### src/rtl/rccv_pkg.sv
// Shared types and constants for the RC channel validator with failsafe.
// Used by the top level and by the iterative divider; depends on nothing.
package rccv_pkg;

  localparam int PULSE_W = 12;
  localparam int DVD_W   = 19;  // magnitude of (pulse difference * 100)
  localparam int DVS_W   = 11;  // stick range or the fixed throttle span
  localparam int CNT_W   = 5;

  localparam logic [PULSE_W-1:0] PULSE_MIN_US     = 12'd800;
  localparam logic [PULSE_W-1:0] PULSE_MAX_US     = 12'd2200;
  localparam logic [PULSE_W-1:0] THROTTLE_ZERO_US = 12'd1000;
  localparam logic [DVS_W-1:0]   THROTTLE_SPAN_US = 11'd1000;
  localparam logic [6:0]         FULL_PERCENT     = 7'd100;

  typedef enum logic [1:0] {
    ACT_PULSE = 2'd0,
    ACT_ON    = 2'd1,
    ACT_OFF   = 2'd2,
    ACT_TICK  = 2'd3
  } action_t;

  typedef enum logic [1:0] {
    ST_OFF      = 2'd0,
    ST_ON       = 2'd1,
    ST_FAILSAFE = 2'd2
  } status_t;

  typedef struct packed {
    logic             start;
    logic [DVD_W-1:0] dividend;
    logic [DVS_W-1:0] divisor;
  } div_req_t;

  typedef struct packed {
    logic             done;
    logic [DVD_W-1:0] quotient;
  } div_rsp_t;

endpackage

### src/rtl/rccv_div.sv
// Radix-2 restoring divider, one quotient bit per cycle.
// Uses the request and response structs from rccv_pkg.
module rccv_div (
  input  logic               clk,
  input  logic               rst_n,
  input  rccv_pkg::div_req_t div_req,
  output rccv_pkg::div_rsp_t div_rsp
);
  import rccv_pkg::*;

  logic [DVD_W-1:0] dvd_r;
  logic [DVS_W-1:0] dvs_r;
  logic [DVS_W-1:0] rem_r;
  logic [CNT_W-1:0] cnt_r;
  logic             busy_r;
  logic             done_r;
  logic [DVS_W:0]   rem_sh;
  logic             fits;

  assign rem_sh = {rem_r, dvd_r[DVD_W-1]};
  assign fits   = rem_sh >= {1'b0, dvs_r};

  always_ff @(posedge clk) begin
    if (!rst_n) begin
      busy_r <= 1'b0;
      done_r <= 1'b0;
      cnt_r  <= '0;
    end else begin
      done_r <= 1'b0;
      if (div_req.start) begin
        busy_r <= 1'b1;
        cnt_r  <= CNT_W'(DVD_W);
        dvd_r  <= div_req.dividend;
        dvs_r  <= div_req.divisor;
        rem_r  <= '0;
      end else if (busy_r) begin
        // The quotient bits shift into the dividend register from the right.
        dvd_r <= {dvd_r[DVD_W-2:0], fits};
        rem_r <= fits ? DVS_W'(rem_sh - {1'b0, dvs_r}) : rem_sh[DVS_W-1:0];
        cnt_r <= cnt_r - 1'b1;
        if (cnt_r == CNT_W'(1)) begin
          busy_r <= 1'b0;
          done_r <= 1'b1;
        end
      end
    end
  end

  assign div_rsp.done     = done_r;
  assign div_rsp.quotient = dvd_r;

endmodule

### src/rtl/rc_channel_validate_failsafe_top.sv
// RC channel validator with failsafe: top level with state update and sequencer.
// Each accepted input word runs through five sequencer steps, one of them waiting out the 19
// iterations of the shared radix-2 divider, to its registered result word, one word at a time.
// A new word is accepted only once the previous result word is loaded; output stalls delay that.
// Reset (synchronous, rst_n low) restores register defaults, clears all channels,
// turns the radio off and zeroes the silence counter.
module rc_channel_validate_failsafe_top #(
  parameter int CHANNELS = 8
) (
  input  logic        clk,
  input  logic        rst_n,
  input  logic        in_valid,
  output logic        in_stall,
  input  logic [1:0]  in_action,
  input  logic [2:0]  in_channel,
  input  logic [11:0] in_pulse_us,
  input  logic        in_frame_end,
  output logic        out_valid,
  input  logic        out_stall,
  output logic [2:0]  out_channel_out,
  output logic [11:0] out_value_us,
  output logic signed [7:0] out_percent,
  output logic [1:0]  out_status,
  output logic        out_disarm,
  input  logic        cfg_valid,
  output logic        cfg_ready,
  input  logic [2:0]  cfg_index,
  input  logic [15:0] cfg_data
);
  import rccv_pkg::*;

  localparam int IDX_W = (CHANNELS > 1) ? $clog2(CHANNELS) : 1;

  localparam logic [2:0] CFG_TIMEOUT  = 3'd0;
  localparam logic [2:0] CFG_SCENTER  = 3'd1;
  localparam logic [2:0] CFG_SRANGE   = 3'd2;
  localparam logic [2:0] CFG_TCENTER  = 3'd3;
  localparam logic [2:0] CFG_THR_IDX  = 3'd4;

  localparam logic signed [19:0] PCT_SCALE = 20'sd100;

  typedef enum logic [2:0] {
    S_IDLE,
    S_UPD,
    S_MUL,
    S_DSTART,
    S_DWAIT,
    S_OUT
  } seq_t;

  // Configuration registers
  logic [15:0] timeout_r;
  logic [11:0] scenter_r;
  logic [10:0] srange_r;
  logic [11:0] tcenter_r;
  logic [2:0]  thr_idx_r;

  // Radio state
  logic [11:0] held_r   [CHANNELS];
  logic [11:0] held_nxt [CHANNELS];
  status_t     status_r, status_nxt;
  logic        fhv_r, fhv_nxt;
  logic [15:0] silence_r, silence_nxt;
  logic        disarm_nxt;

  // Item in flight
  seq_t        seq_r;
  action_t     act_r;
  logic [2:0]  ch_r;
  logic [11:0] pulse_r;
  logic        fend_r;
  logic [11:0] value_r;
  logic        disarm_r;
  logic        report_r;
  logic        neg_r;
  logic [DVD_W-1:0] mag_r;
  logic [DVS_W-1:0] dvs_r;

  logic             out_valid_r;
  logic [2:0]       out_ch_r;
  logic [11:0]      out_value_r;
  logic signed [7:0] out_pct_r;
  logic [1:0]       out_status_r;
  logic             out_disarm_r;

  logic [IDX_W-1:0] ch_idx;
  logic             ch_ok;
  logic             is_thr;
  logic             in_range;
  logic [11:0]      report_val;
  logic signed [12:0] diff;
  logic signed [19:0] prod;
  logic [DVD_W-1:0] mag_nxt;
  logic [DVS_W-1:0] dvs_nxt;
  logic [6:0]       mag_c;
  logic signed [7:0] pct;
  logic             out_free;

  div_req_t div_req;
  div_rsp_t div_rsp;

  assign ch_idx   = IDX_W'(ch_r);
  assign ch_ok    = 32'(ch_r) < CHANNELS;
  assign is_thr   = ch_ok && (ch_r == thr_idx_r);
  assign in_range = (pulse_r >= PULSE_MIN_US) && (pulse_r <= PULSE_MAX_US);

  // State update for one word, following the sample, frame close, power and silence tick rules.
  always_comb begin
    for (int i = 0; i < CHANNELS; i++) begin
      held_nxt[i] = held_r[i];
    end
    status_nxt  = status_r;
    fhv_nxt     = fhv_r;
    silence_nxt = silence_r;
    disarm_nxt  = 1'b0;
    unique case (act_r)
      ACT_PULSE: begin
        if (status_r != ST_OFF) begin
          if (ch_ok) begin
            priority if (in_range) begin
              held_nxt[ch_idx] = pulse_r;
              fhv_nxt          = 1'b1;
            end else if (held_r[ch_idx] == '0) begin
              held_nxt[ch_idx] = is_thr ? tcenter_r : scenter_r;
            end else begin
              held_nxt[ch_idx] = held_r[ch_idx];
            end
          end
          if (fend_r) begin
            priority if (fhv_nxt) begin
              silence_nxt = '0;
              if (status_r == ST_FAILSAFE) begin
                status_nxt = ST_ON;
              end
            end else if (silence_r > timeout_r && status_r != ST_FAILSAFE) begin
              status_nxt = ST_FAILSAFE;
              disarm_nxt = 1'b1;
              for (int i = 0; i < CHANNELS; i++) begin
                held_nxt[i] = '0;
              end
            end else begin
              status_nxt = status_r;
            end
            fhv_nxt = 1'b0;
          end
        end
      end
      ACT_ON: begin
        if (status_r == ST_OFF) begin
          status_nxt  = ST_ON;
          silence_nxt = '0;
          fhv_nxt     = 1'b0;
        end
      end
      ACT_OFF: begin
        if (status_r != ST_OFF) begin
          status_nxt  = ST_OFF;
          silence_nxt = '0;
          fhv_nxt     = 1'b0;
          for (int i = 0; i < CHANNELS; i++) begin
            held_nxt[i] = '0;
          end
        end
      end
      ACT_TICK: begin
        if (status_r != ST_OFF && silence_r != 16'hFFFF) begin
          silence_nxt = silence_r + 16'd1;
        end
      end
      default: begin
        silence_nxt = silence_r;
      end
    endcase
  end

  assign report_val = (status_nxt == ST_ON && ch_ok) ? held_nxt[ch_idx] : 12'd0;

  // Scaled difference and divisor; the sign is applied after the unsigned divide.
  assign diff    = $signed({1'b0, value_r}) -
                   $signed({1'b0, (is_thr ? THROTTLE_ZERO_US : scenter_r)});
  assign prod    = 20'(diff) * PCT_SCALE;
  assign mag_nxt = prod[19] ? DVD_W'(-prod) : prod[DVD_W-1:0];
  assign dvs_nxt = is_thr ? THROTTLE_SPAN_US :
                   ((srange_r == '0) ? DVS_W'(1) : srange_r);

  assign mag_c = (div_rsp.quotient > DVD_W'(FULL_PERCENT)) ? FULL_PERCENT :
                 div_rsp.quotient[6:0];

  always_comb begin
    if (!report_r) begin
      pct = '0;
    end else if (is_thr) begin
      pct = neg_r ? 8'sd0 : $signed({1'b0, mag_c});
    end else begin
      pct = neg_r ? -$signed({1'b0, mag_c}) : $signed({1'b0, mag_c});
    end
  end

  assign out_free = !(out_valid_r && out_stall);

  assign div_req.start    = (seq_r == S_DSTART);
  assign div_req.dividend = mag_r;
  assign div_req.divisor  = dvs_r;

  rccv_div u_div (
    .clk     (clk),
    .rst_n   (rst_n),
    .div_req (div_req),
    .div_rsp (div_rsp)
  );

  always_ff @(posedge clk) begin
    if (!rst_n) begin
      timeout_r <= 16'd1000;
      scenter_r <= 12'd1500;
      srange_r  <= 11'd500;
      tcenter_r <= 12'd1000;
      thr_idx_r <= 3'd0;
    end else if (cfg_valid) begin
      unique case (cfg_index)
        CFG_TIMEOUT: timeout_r <= cfg_data;
        CFG_SCENTER: scenter_r <= cfg_data[11:0];
        CFG_SRANGE:  srange_r  <= cfg_data[10:0];
        CFG_TCENTER: tcenter_r <= cfg_data[11:0];
        CFG_THR_IDX: thr_idx_r <= cfg_data[2:0];
        default:     timeout_r <= timeout_r;
      endcase
    end
  end

  always_ff @(posedge clk) begin
    if (!rst_n) begin
      seq_r       <= S_IDLE;
      status_r    <= ST_OFF;
      fhv_r       <= 1'b0;
      silence_r   <= '0;
      out_valid_r <= 1'b0;
      for (int i = 0; i < CHANNELS; i++) begin
        held_r[i] <= '0;
      end
    end else begin
      // The output step sets the valid flag itself when it loads a new word.
      if (!out_stall && seq_r != S_OUT) begin
        out_valid_r <= 1'b0;
      end
      unique case (seq_r)
        S_IDLE: begin
          if (in_valid) begin
            act_r   <= action_t'(in_action);
            ch_r    <= in_channel;
            pulse_r <= in_pulse_us;
            fend_r  <= in_frame_end;
            seq_r   <= S_UPD;
          end
        end
        S_UPD: begin
          for (int i = 0; i < CHANNELS; i++) begin
            held_r[i] <= held_nxt[i];
          end
          status_r  <= status_nxt;
          fhv_r     <= fhv_nxt;
          silence_r <= silence_nxt;
          disarm_r  <= disarm_nxt;
          value_r   <= report_val;
          report_r  <= (status_nxt == ST_ON) && ch_ok;
          seq_r     <= S_MUL;
        end
        S_MUL: begin
          mag_r <= mag_nxt;
          neg_r <= prod[19];
          dvs_r <= dvs_nxt;
          seq_r <= S_DSTART;
        end
        S_DSTART: begin
          seq_r <= S_DWAIT;
        end
        S_DWAIT: begin
          if (div_rsp.done) begin
            seq_r <= S_OUT;
          end
        end
        S_OUT: begin
          if (out_free) begin
            out_valid_r  <= 1'b1;
            out_ch_r     <= ch_r;
            out_value_r  <= value_r;
            out_pct_r    <= pct;
            out_status_r <= status_r;
            out_disarm_r <= disarm_r;
            seq_r        <= S_IDLE;
          end
        end
        default: begin
          seq_r <= S_IDLE;
        end
      endcase
    end
  end

  assign in_stall        = (seq_r != S_IDLE);
  assign cfg_ready       = 1'b1;
  assign out_valid       = out_valid_r;
  assign out_channel_out = out_ch_r;
  assign out_value_us    = out_value_r;
  assign out_percent     = out_pct_r;
  assign out_status      = out_status_r;
  assign out_disarm      = out_disarm_r;

endmodule

### config.mk
export PLATFORM = sky130hd
export DESIGN_NAME = rc_channel_validate_failsafe_top
export DESIGN_NICKNAME = d
export VERILOG_FILES = /design/src/rtl/rccv_pkg.sv /design/src/rtl/rccv_div.sv /design/src/rtl/rc_channel_validate_failsafe_top.sv
export SDC_FILE = /design/constraint.sdc
export NUM_CORES = 1
export LEC_CHECK = 0
export ABC_CLOCK_PERIOD_IN_PS = 9500
export BUFFER_PORTS_ARGS = -buffer_cell sky130_fd_sc_hd__buf_2
export CAP_MARGIN = 20
export CORE_UTILIZATION = 67
export DETAILED_ROUTE_END_ITERATION = 16
export PLACE_DENSITY = 0.85
export SKIP_CTS_REPAIR_TIMING = 1
export SYNTH_ARGS = -nofsm -noshare
export SYNTH_HDL_FRONTEND = slang
export SYNTH_SLANG_ARGS = --single-unit
### constraint.sdc
create_clock -name clk -period 9.5 [get_ports clk]
set_clock_uncertainty 0.2 [all_clocks]
set_input_delay 0.475 -clock clk [delete_from_list [all_inputs] [get_ports clk]]
set_output_delay 0.475 -clock clk [all_outputs]
set_load 0.05 [all_outputs]
==> impl_metrics.tcl, run 1 <==
set metrics [dict create \
    outcome "complete, but fails checks" \
    violations "negative hold slack" \
    gp_congestion 0.997 \
    synth_edf_count 224 \
    post_drt_wl_per_cell_microns 22.8 \
    cts_root_buf "clkbuf_16" \
    start_util_pct 68.1 \
    finalSetupViolCount 0 \
    worst_pin_slew_ns 1.24 \
    powerDensity_mw_per_mm2 206 \
    netSwitchingFraction_pct 33.2 \
    mappedNetlistArea_sq_mm 0.0195 \
    ant_nets 0 \
    whs_ns -0.00412 \
    via_count 17440 \
    dp_slack_ns 2.41 \
    gr-total-overflow 0 \
    dr.pass1.iters 7 \
    syn_area_per_cell_sq_um 9.22 \
    fin_nets 2289 \
    grt_pass1_wl_microns 91100 \
    path_common_cell "ha_1" \
    maxCapViolCount 0 \
    critPathBufInv 2 \
    ys_warn_count 0 \
    drt_iter0_markers 2283 \
    tritoncts "built" \
    pwr-share-comb_pct 32.0 \
    portBuffers 69 \
    first_global_vias 16771 \
    total_power_mw 4.43 \
    hold_viol 4 \
    pwr-share-clk_pct 29.5 \
    fin_crit_sh_pct 75.8 \
    via_per_inst 6.82 \
    drv_slew 0 \
    drc 0 \
    grt_max_degree 91 \
    synthArstFlopShare_pct 0 \
    vdd_ir_drop_max_v 0.000152 \
    max_stage_delay_ns 0.61 \
    track_usage_pct 38.8 \
    drive_above_1_share_pct 10.9 \
    crit_type "flip-flop to flip-flop" \
    dieArea_sq_mm 0.0298 \
    power.sequential.fraction_pct 38.5 \
    cts_buffers 35 \
    clk_pin_slew_ns 0.06 \
    cts_buffer_depth 3 \
    num_rows 62 \
    htreeDepth 2 \
    cp_slowest_cell "xor2_1" \
    antenna_found_initial 1 \
    synth_ff_type "edfxtp_1" \
    clkLatencyLatePin_ns 0.53 \
    ys_seq_elements 311 \
    cp.arrival_ns 7.26 \
    fmax_mhz 139 \
    tns_ns 0 \
    synth_cell_types 78 \
    die_w_microns 173 \
    p_int_mw 2.96 \
    relSlewSlack_pct 17.3 \
    syn_to_final_growth_pct 10.1 \
    io_pins 71 \
    synthCells 2113 \
    die_y_microns 173 \
    worstPathRequired_ns 9.56 \
    yosysSeqAreaShare_pct 43.4 \
    worstHoldPathType "input port to flip-flop" \
    cp_max_fo 31 \
    drt_wl_total_microns 58400 \
    hpwl_microns 39200 \
    p_leak_nw 8.04 \
    core-area_sq_mm 0.0286 \
    cts_sinks 311 \
    finalWorstSetupSlack_ns 2.30 \
    p_switching_mw 1.47 \
    rsz0062_at_grt "false" \
    syn-num-nets 2255 \
    critPathTopFamily "adder cells" \
    end_kind "flip-flop" \
    startpoint_type "flip-flop" \
    period_needed_ns 7.20 \
]
[cell usage after synthesis, drive strengths merged (8+ instances only)]
library cell | number | area [sq um]
a211oi | 12 | 90.1
o21ai | 75 | 375
o31ai | 9 | 77.6
nand3b | 8 | 60.1
and2 | 13 | 81.3
o21a | 8 | 60.1
mux4 | 31 | 698
a21oi | 189 | 946
o22ai | 25 | 156
dfxtp | 87 | 1740
a2bb2oi | 8 | 70.1
edfxtp | 224 | 6730
clkbuf | 102 | 383
a21boi | 13 | 97.6
a221oi | 13 | 114
a22oi | 47 | 353
nand3 | 80 | 400
a21o | 15 | 113
buf | 29 | 131
nor3 | 57 | 297
ha | 93 | 1160
a31oi | 27 | 175
nand2b | 23 | 144
nor4 | 14 | 87.6
o211ai | 11 | 82.6
mux2 | 20 | 225
and3 | 9 | 56.3
xor2 | 26 | 228
xnor2 | 45 | 394
o2bb2ai | 14 | 123
nor2b | 20 | 125
or3 | 10 | 62.6
nand2 | 313 | 1170
nor2 | 238 | 893
nand4 | 13 | 81.3
inv | 62 | 233
mux2i | 51 | 510
[cells by family (layout without fill, tap and decap cells)]
| kind of cell | Yosys count | count (layout) | synth area share, % |
|---|---|---|---|
| buffers and inverters | 196 | 255 | 3.89 |
| AO/OA/AOI/OAI | 509 | 509 | 16.6 |
| flip-flops | 311 | 311 | 43.4 |
| XOR/XNOR | 71 | 71 | 3.19 |
| AND/OR/NAND/NOR | 822 | 822 | 18.7 |
| multiplexers | 102 | 102 | 7.36 |
| adder cells (fa/ha/maj) | 101 | 101 | 6.74 |
| other | 1 | 2 | 0.0192 |
[worst min-delay path: cells and delay by family]
family,cells,cell delay (ns)
compound gates,1,0.05
buf+inv,1,0.10
simple gates,1,0.05
[cell type report]
cell class	count	area, sq um
Multi-Input combinational cell	1606	10300
Sequential cell	311	8470
Fill cell	2002	7160
Clock buffer	48	956
Timing Repair Buffer	128	858
Tap cell	384	480
Inverter	65	244
Clock inverter	14	130
Antenna cell	1	2.50
[placed cells by master, fill, tap and decap left out, types with 51 or more instances in the layout]
cell type	n
edfxtp_1	224
nor3_1	54
mux2i_1	51
dfxtp_1	86
inv_1	62
nor2_1	233
buf_2	69
nand2_1	311
ha_1	93
o21ai_0	70
nand3_1	80
a21oi_1	188
[routing by layer]
layer  global-route usage [%]  wire (microns)
met1                     47.7           20900
met2                     61.7           26600
met3                     7.94            6420
met4                     27.0            4500
met5                        0               0
[registers in the layout, summed over array words and instances (netlist names), 3 cells and up, named ones only]
| signal | flops |
|---|---|
| tcenter_r | 12 |
| pulse_r | 12 |
| dvs_r | 11 |
| out_percent | 8 |
| scenter_r | 12 |
| seq_r | 3 |
| u_div.dvs_r | 11 |
| thr_idx_r | 3 |
| out_channel_out | 3 |
| srange_r | 11 |
| value_r | 12 |
| ch_idx | 3 |
| u_div.cnt_r | 5 |
| out_value_us | 12 |
| u_div.dvd_r | 19 |
| u_div.rem_r | 11 |
| silence_r | 16 |
| held_r | 96 |
| mag_r | 17 |
| timeout_r | 16 |
[stage by stage]
stage	util (%)	area, sq um	instances
finish	75.0	21500	2557
global route	75.0	21500	2557
CTS	74.2	21200	2535
detailed placement	70.4	20100	2473
global placement	70.4	20100	2472
floorplan	-	19500	2113
[power by group through the flow]
stage	logic (mW)	registers, mW	clock network [mW]
3_3_place_gp	1.31	1.72	0
3_5_place_dp	1.37	1.73	0
4_1_cts	1.39	1.70	1.32
5_1_grt	1.56	1.71	1.37
2_1_floorplan	1.09	1.69	0
6_report	1.42	1.70	1.31
[worst paths after layout]
kind | start | end | slack [ns] | cells after the start
min reg2reg | dvs_r[2]$_SDFFCE_PP0P_ | u_div.dvs_r[2]$_DFFE_PP_ | 0.21 | 0
min | cfg_data[15] | timeout_r[15]$_SDFFE_PN0P_ | -0.004 | 3
max reg2reg | ch_idx[0]$_DFFE_PP_ | mag_r[9]$_DFFE_PP_ | 2.30 | 26
max | ch_idx[0]$_DFFE_PP_ | mag_r[9]$_DFFE_PP_ | 2.30 | 26
Note: power is estimated with default switching activity, not from simulation.
==> run 2, diff against run 1 <==
--- a/config.mk
+++ b/config.mk
@@ -5,12 +5,13 @@
 export SDC_FILE = /design/constraint.sdc
 export NUM_CORES = 1
 export LEC_CHECK = 0
-export ABC_CLOCK_PERIOD_IN_PS = 9500
+export ABC_AREA = 1
+export ABC_CLOCK_PERIOD_IN_PS = 6400
 export BUFFER_PORTS_ARGS = -buffer_cell sky130_fd_sc_hd__buf_2
 export CAP_MARGIN = 20
-export CORE_UTILIZATION = 67
+export CORE_UTILIZATION = 58
 export DETAILED_ROUTE_END_ITERATION = 16
-export PLACE_DENSITY = 0.85
+export PLACE_DENSITY = 0.78
 export SKIP_CTS_REPAIR_TIMING = 1
 export SYNTH_ARGS = -nofsm -noshare
 export SYNTH_HDL_FRONTEND = slang
==> constraint.sdc (replaced) <==
create_clock -name clk -period 6.4 [get_ports clk]
set_clock_uncertainty 0.2 [all_clocks]
set_input_delay 0.32 -clock clk [delete_from_list [all_inputs] [get_ports clk]]
set_output_delay 0.32 -clock clk [all_outputs]
set_load 0.05 [all_outputs]
==> run 2 against run 1 <==
Effect of this change: power rose to 2.6 times the previous value; critical path type unchanged; hold slack improved by 0.077 ns; sequential power rose by 81%; highest routed layer is now met5; global-route usage fell by 2.8 points; flip-flop and latch count did not move; clock power rose by 61%; the flow now finishes without violations.
==> impl_metrics.tcl, run 2 <==
set metrics [dict create \
    powerDensity_mw_per_mm2 459 \
    period_needed_ns 6.02 \
    regMostFlops "held_r" \
    synth_top_cell_by_area "edfxtp_1" \
    final_common_cell "nand2_1" \
    hpwl_microns 44900 \
    grt_max_degree 113 \
    via_per_inst 6.02 \
    tns_ns 0 \
    drt_wl_total_microns 71600 \
    netlist_top_cells_count "nand2_1, a21oi_1, nor2_1" \
    ys_warn_count 0 \
    cp_max_fo 21 \
    largest_reg_flops 96 \
    core-area_sq_mm 0.0386 \
    ant_nets 0 \
    worst_pin_slew_ns 1.17 \
    finalSetupViolCount 0 \
    clk_pin_slew_ns 0.06 \
    start_util_pct 58.7 \
    synthArstFlopShare_pct 0 \
    synth_ff_type "edfxtp_1" \
    cts_sinks 311 \
    max_stage_delay_ns 0.47 \
    yosysTopAreaCellShare_pct 29.7 \
    cp.arrival_ns 6.13 \
    syn_area_per_cell_sq_um 6.83 \
    critPathBufInv 4 \
    outcome "finished, final reports clean" \
    first_global_vias 22362 \
    synthCells 3318 \
    post_drt_wl_per_cell_microns 18.4 \
    io_pins 71 \
    hold_viol 0 \
    cts_buffer_depth 3 \
    maxCapViolCount 0 \
    path_common_cell "ha_1" \
    synth_cell_types 46 \
    layout_common_cells "nand2_1, a21oi_1, nor2_1" \
    final_util_pct 64.7 \
    cts_root_buf "clkbuf_16" \
    startpoint_type "flip-flop" \
    end_kind "flip-flop" \
    synthTopCellsByArea "edfxtp_1, nand2_1, dfxtp_1, a21oi_1, ha_1" \
    dr.pass1.iters 6 \
    drv_slew 0 \
    grt_pass1_wl_microns 113000 \
    htreeDepth 2 \
    worstHoldPathType "input port to flip-flop" \
    drive_above_1_share_pct 8.73 \
    fin_nets 3483 \
    ys_seq_elements 311 \
    drc 0 \
    dieArea_sq_mm 0.0399 \
    via_count 23401 \
    worstPathRequired_ns 6.51 \
    p_leak_nw 11.6 \
    gr-total-overflow 0 \
    yosysMostFrequentCell "nand2_1" \
    track_usage_pct 36.0 \
    fmax_mhz 166 \
    gp_congestion 0.896 \
    cts_buffers 37 \
    fin_crit_sh_pct 94.0 \
    syn_to_final_growth_pct 10.3 \
    finalWorstSetupSlack_ns 0.384 \
    mappedNetlistArea_sq_mm 0.0227 \
    syn-num-nets 3460 \
    vdd_ir_drop_max_v 0.000429 \
    die_y_microns 200 \
    drt_iter0_markers 2673 \
    num_rows 72 \
    critPathTopFamily "adder cells" \
    cp_slowest_cell "fa_1" \
    tritoncts "built" \
    yosysSeqAreaShare_pct 37.3 \
    clkLatencyLatePin_ns 0.58 \
    relSlewSlack_pct 21.9 \
    crit_type "flip-flop to flip-flop" \
    die_w_microns 200 \
    reg_top3 "held_r x96, u_div.dvd_r x19, mag_r x17" \
    synth_edf_count 224 \
    rsz0062_at_grt "true" \
    antenna_found_initial 3 \
    dp_slack_ns 0.0423 \
    portBuffers 69 \
]
-- run 2: cell families (layout without fill, tap and decap cells) --
logic type	Yosys count	after routing	share of synthesized area (%)
other	1	2	0.0165
buffers and inverters	353	404	6.40
adders and majority gates	100	100	5.75
AOI/OAI and AO/OA	599	599	13.9
xor gates and xnor gates	67	67	2.59
and+or+nand+nor	1887	1887	34.0
DFF	311	311	37.3
-- run 2: layer usage --
metal / wire length (microns) / part of all wire (%) / track usage [%] / vias to the layer above
met5: 43 / 0.060 / 0 / -
met4: 4500 / 6.3 / 21.7 / 2
met3: 8520 / 12 / 7.29 / 353
met2: 31900 / 45 / 58.4 / 1437
met1: 26700 / 37 / 44.3 / 10634
li1: - / - / - / 10975
-- run 2: where the power goes --
group	total, mW	switching (mW)	internal (mW)	leakage, nW
Clock	2.11	0.899	1.21	0.581
Sequential	3.08	0.242	2.84	2.88
Combinational	6.29	4.03	2.26	8.15
-- run 2: cell type report --
type                            count  area (sq um)
Antenna cell                        1          2.50
Clock buffer                       46          1010
Clock inverter                     21           176
Fill cell                        3330         13600
Inverter                          184           694
Multi-Input combinational cell   2654         12800
Sequential cell                   311          8470
Tap cell                          518           648
Timing Repair Buffer              153          1160
-- run 2: final timing paths --
check | start | endpoint | slack, ns | cells after the start
min | cfg_index[1] | scenter_r[8]$_SDFFE_PN1P_ | 0.07 | 4
max | ch_idx[1]$_DFFE_PP_ | mag_r[7]$_DFFE_PP_ | 0.38 | 25
max reg2reg | ch_idx[1]$_DFFE_PP_ | mag_r[7]$_DFFE_PP_ | 0.38 | 25
min reg2reg | dvs_r[10]$_SDFFCE_PP0P_ | u_div.dvs_r[10]$_DFFE_PP_ | 0.22 | 0
-- run 2: per-stage QoR --
stage | std cells | hold slack, ns | power, mW | area [sq um]
floorplan | 3318 | 0.200 | 7.83 | 22700
global placement | 3779 | 0.201 | 8.90 | 23400
detailed placement | 3779 | 0.205 | 9.16 | 23400
CTS | 3846 | -0.279 | 11.3 | 24600
global route | 3887 | 0.0857 | 12.4 | 25000
finish | 3888 | 0.0733 | 11.5 | 25000
-- run 2: tightest hold or removal path: cells and delay by family --
kind | cells | cell delay, ns
compound gates | 1 | 0.15
simple gates | 1 | 0.05
buf+inv | 2 | 0.28
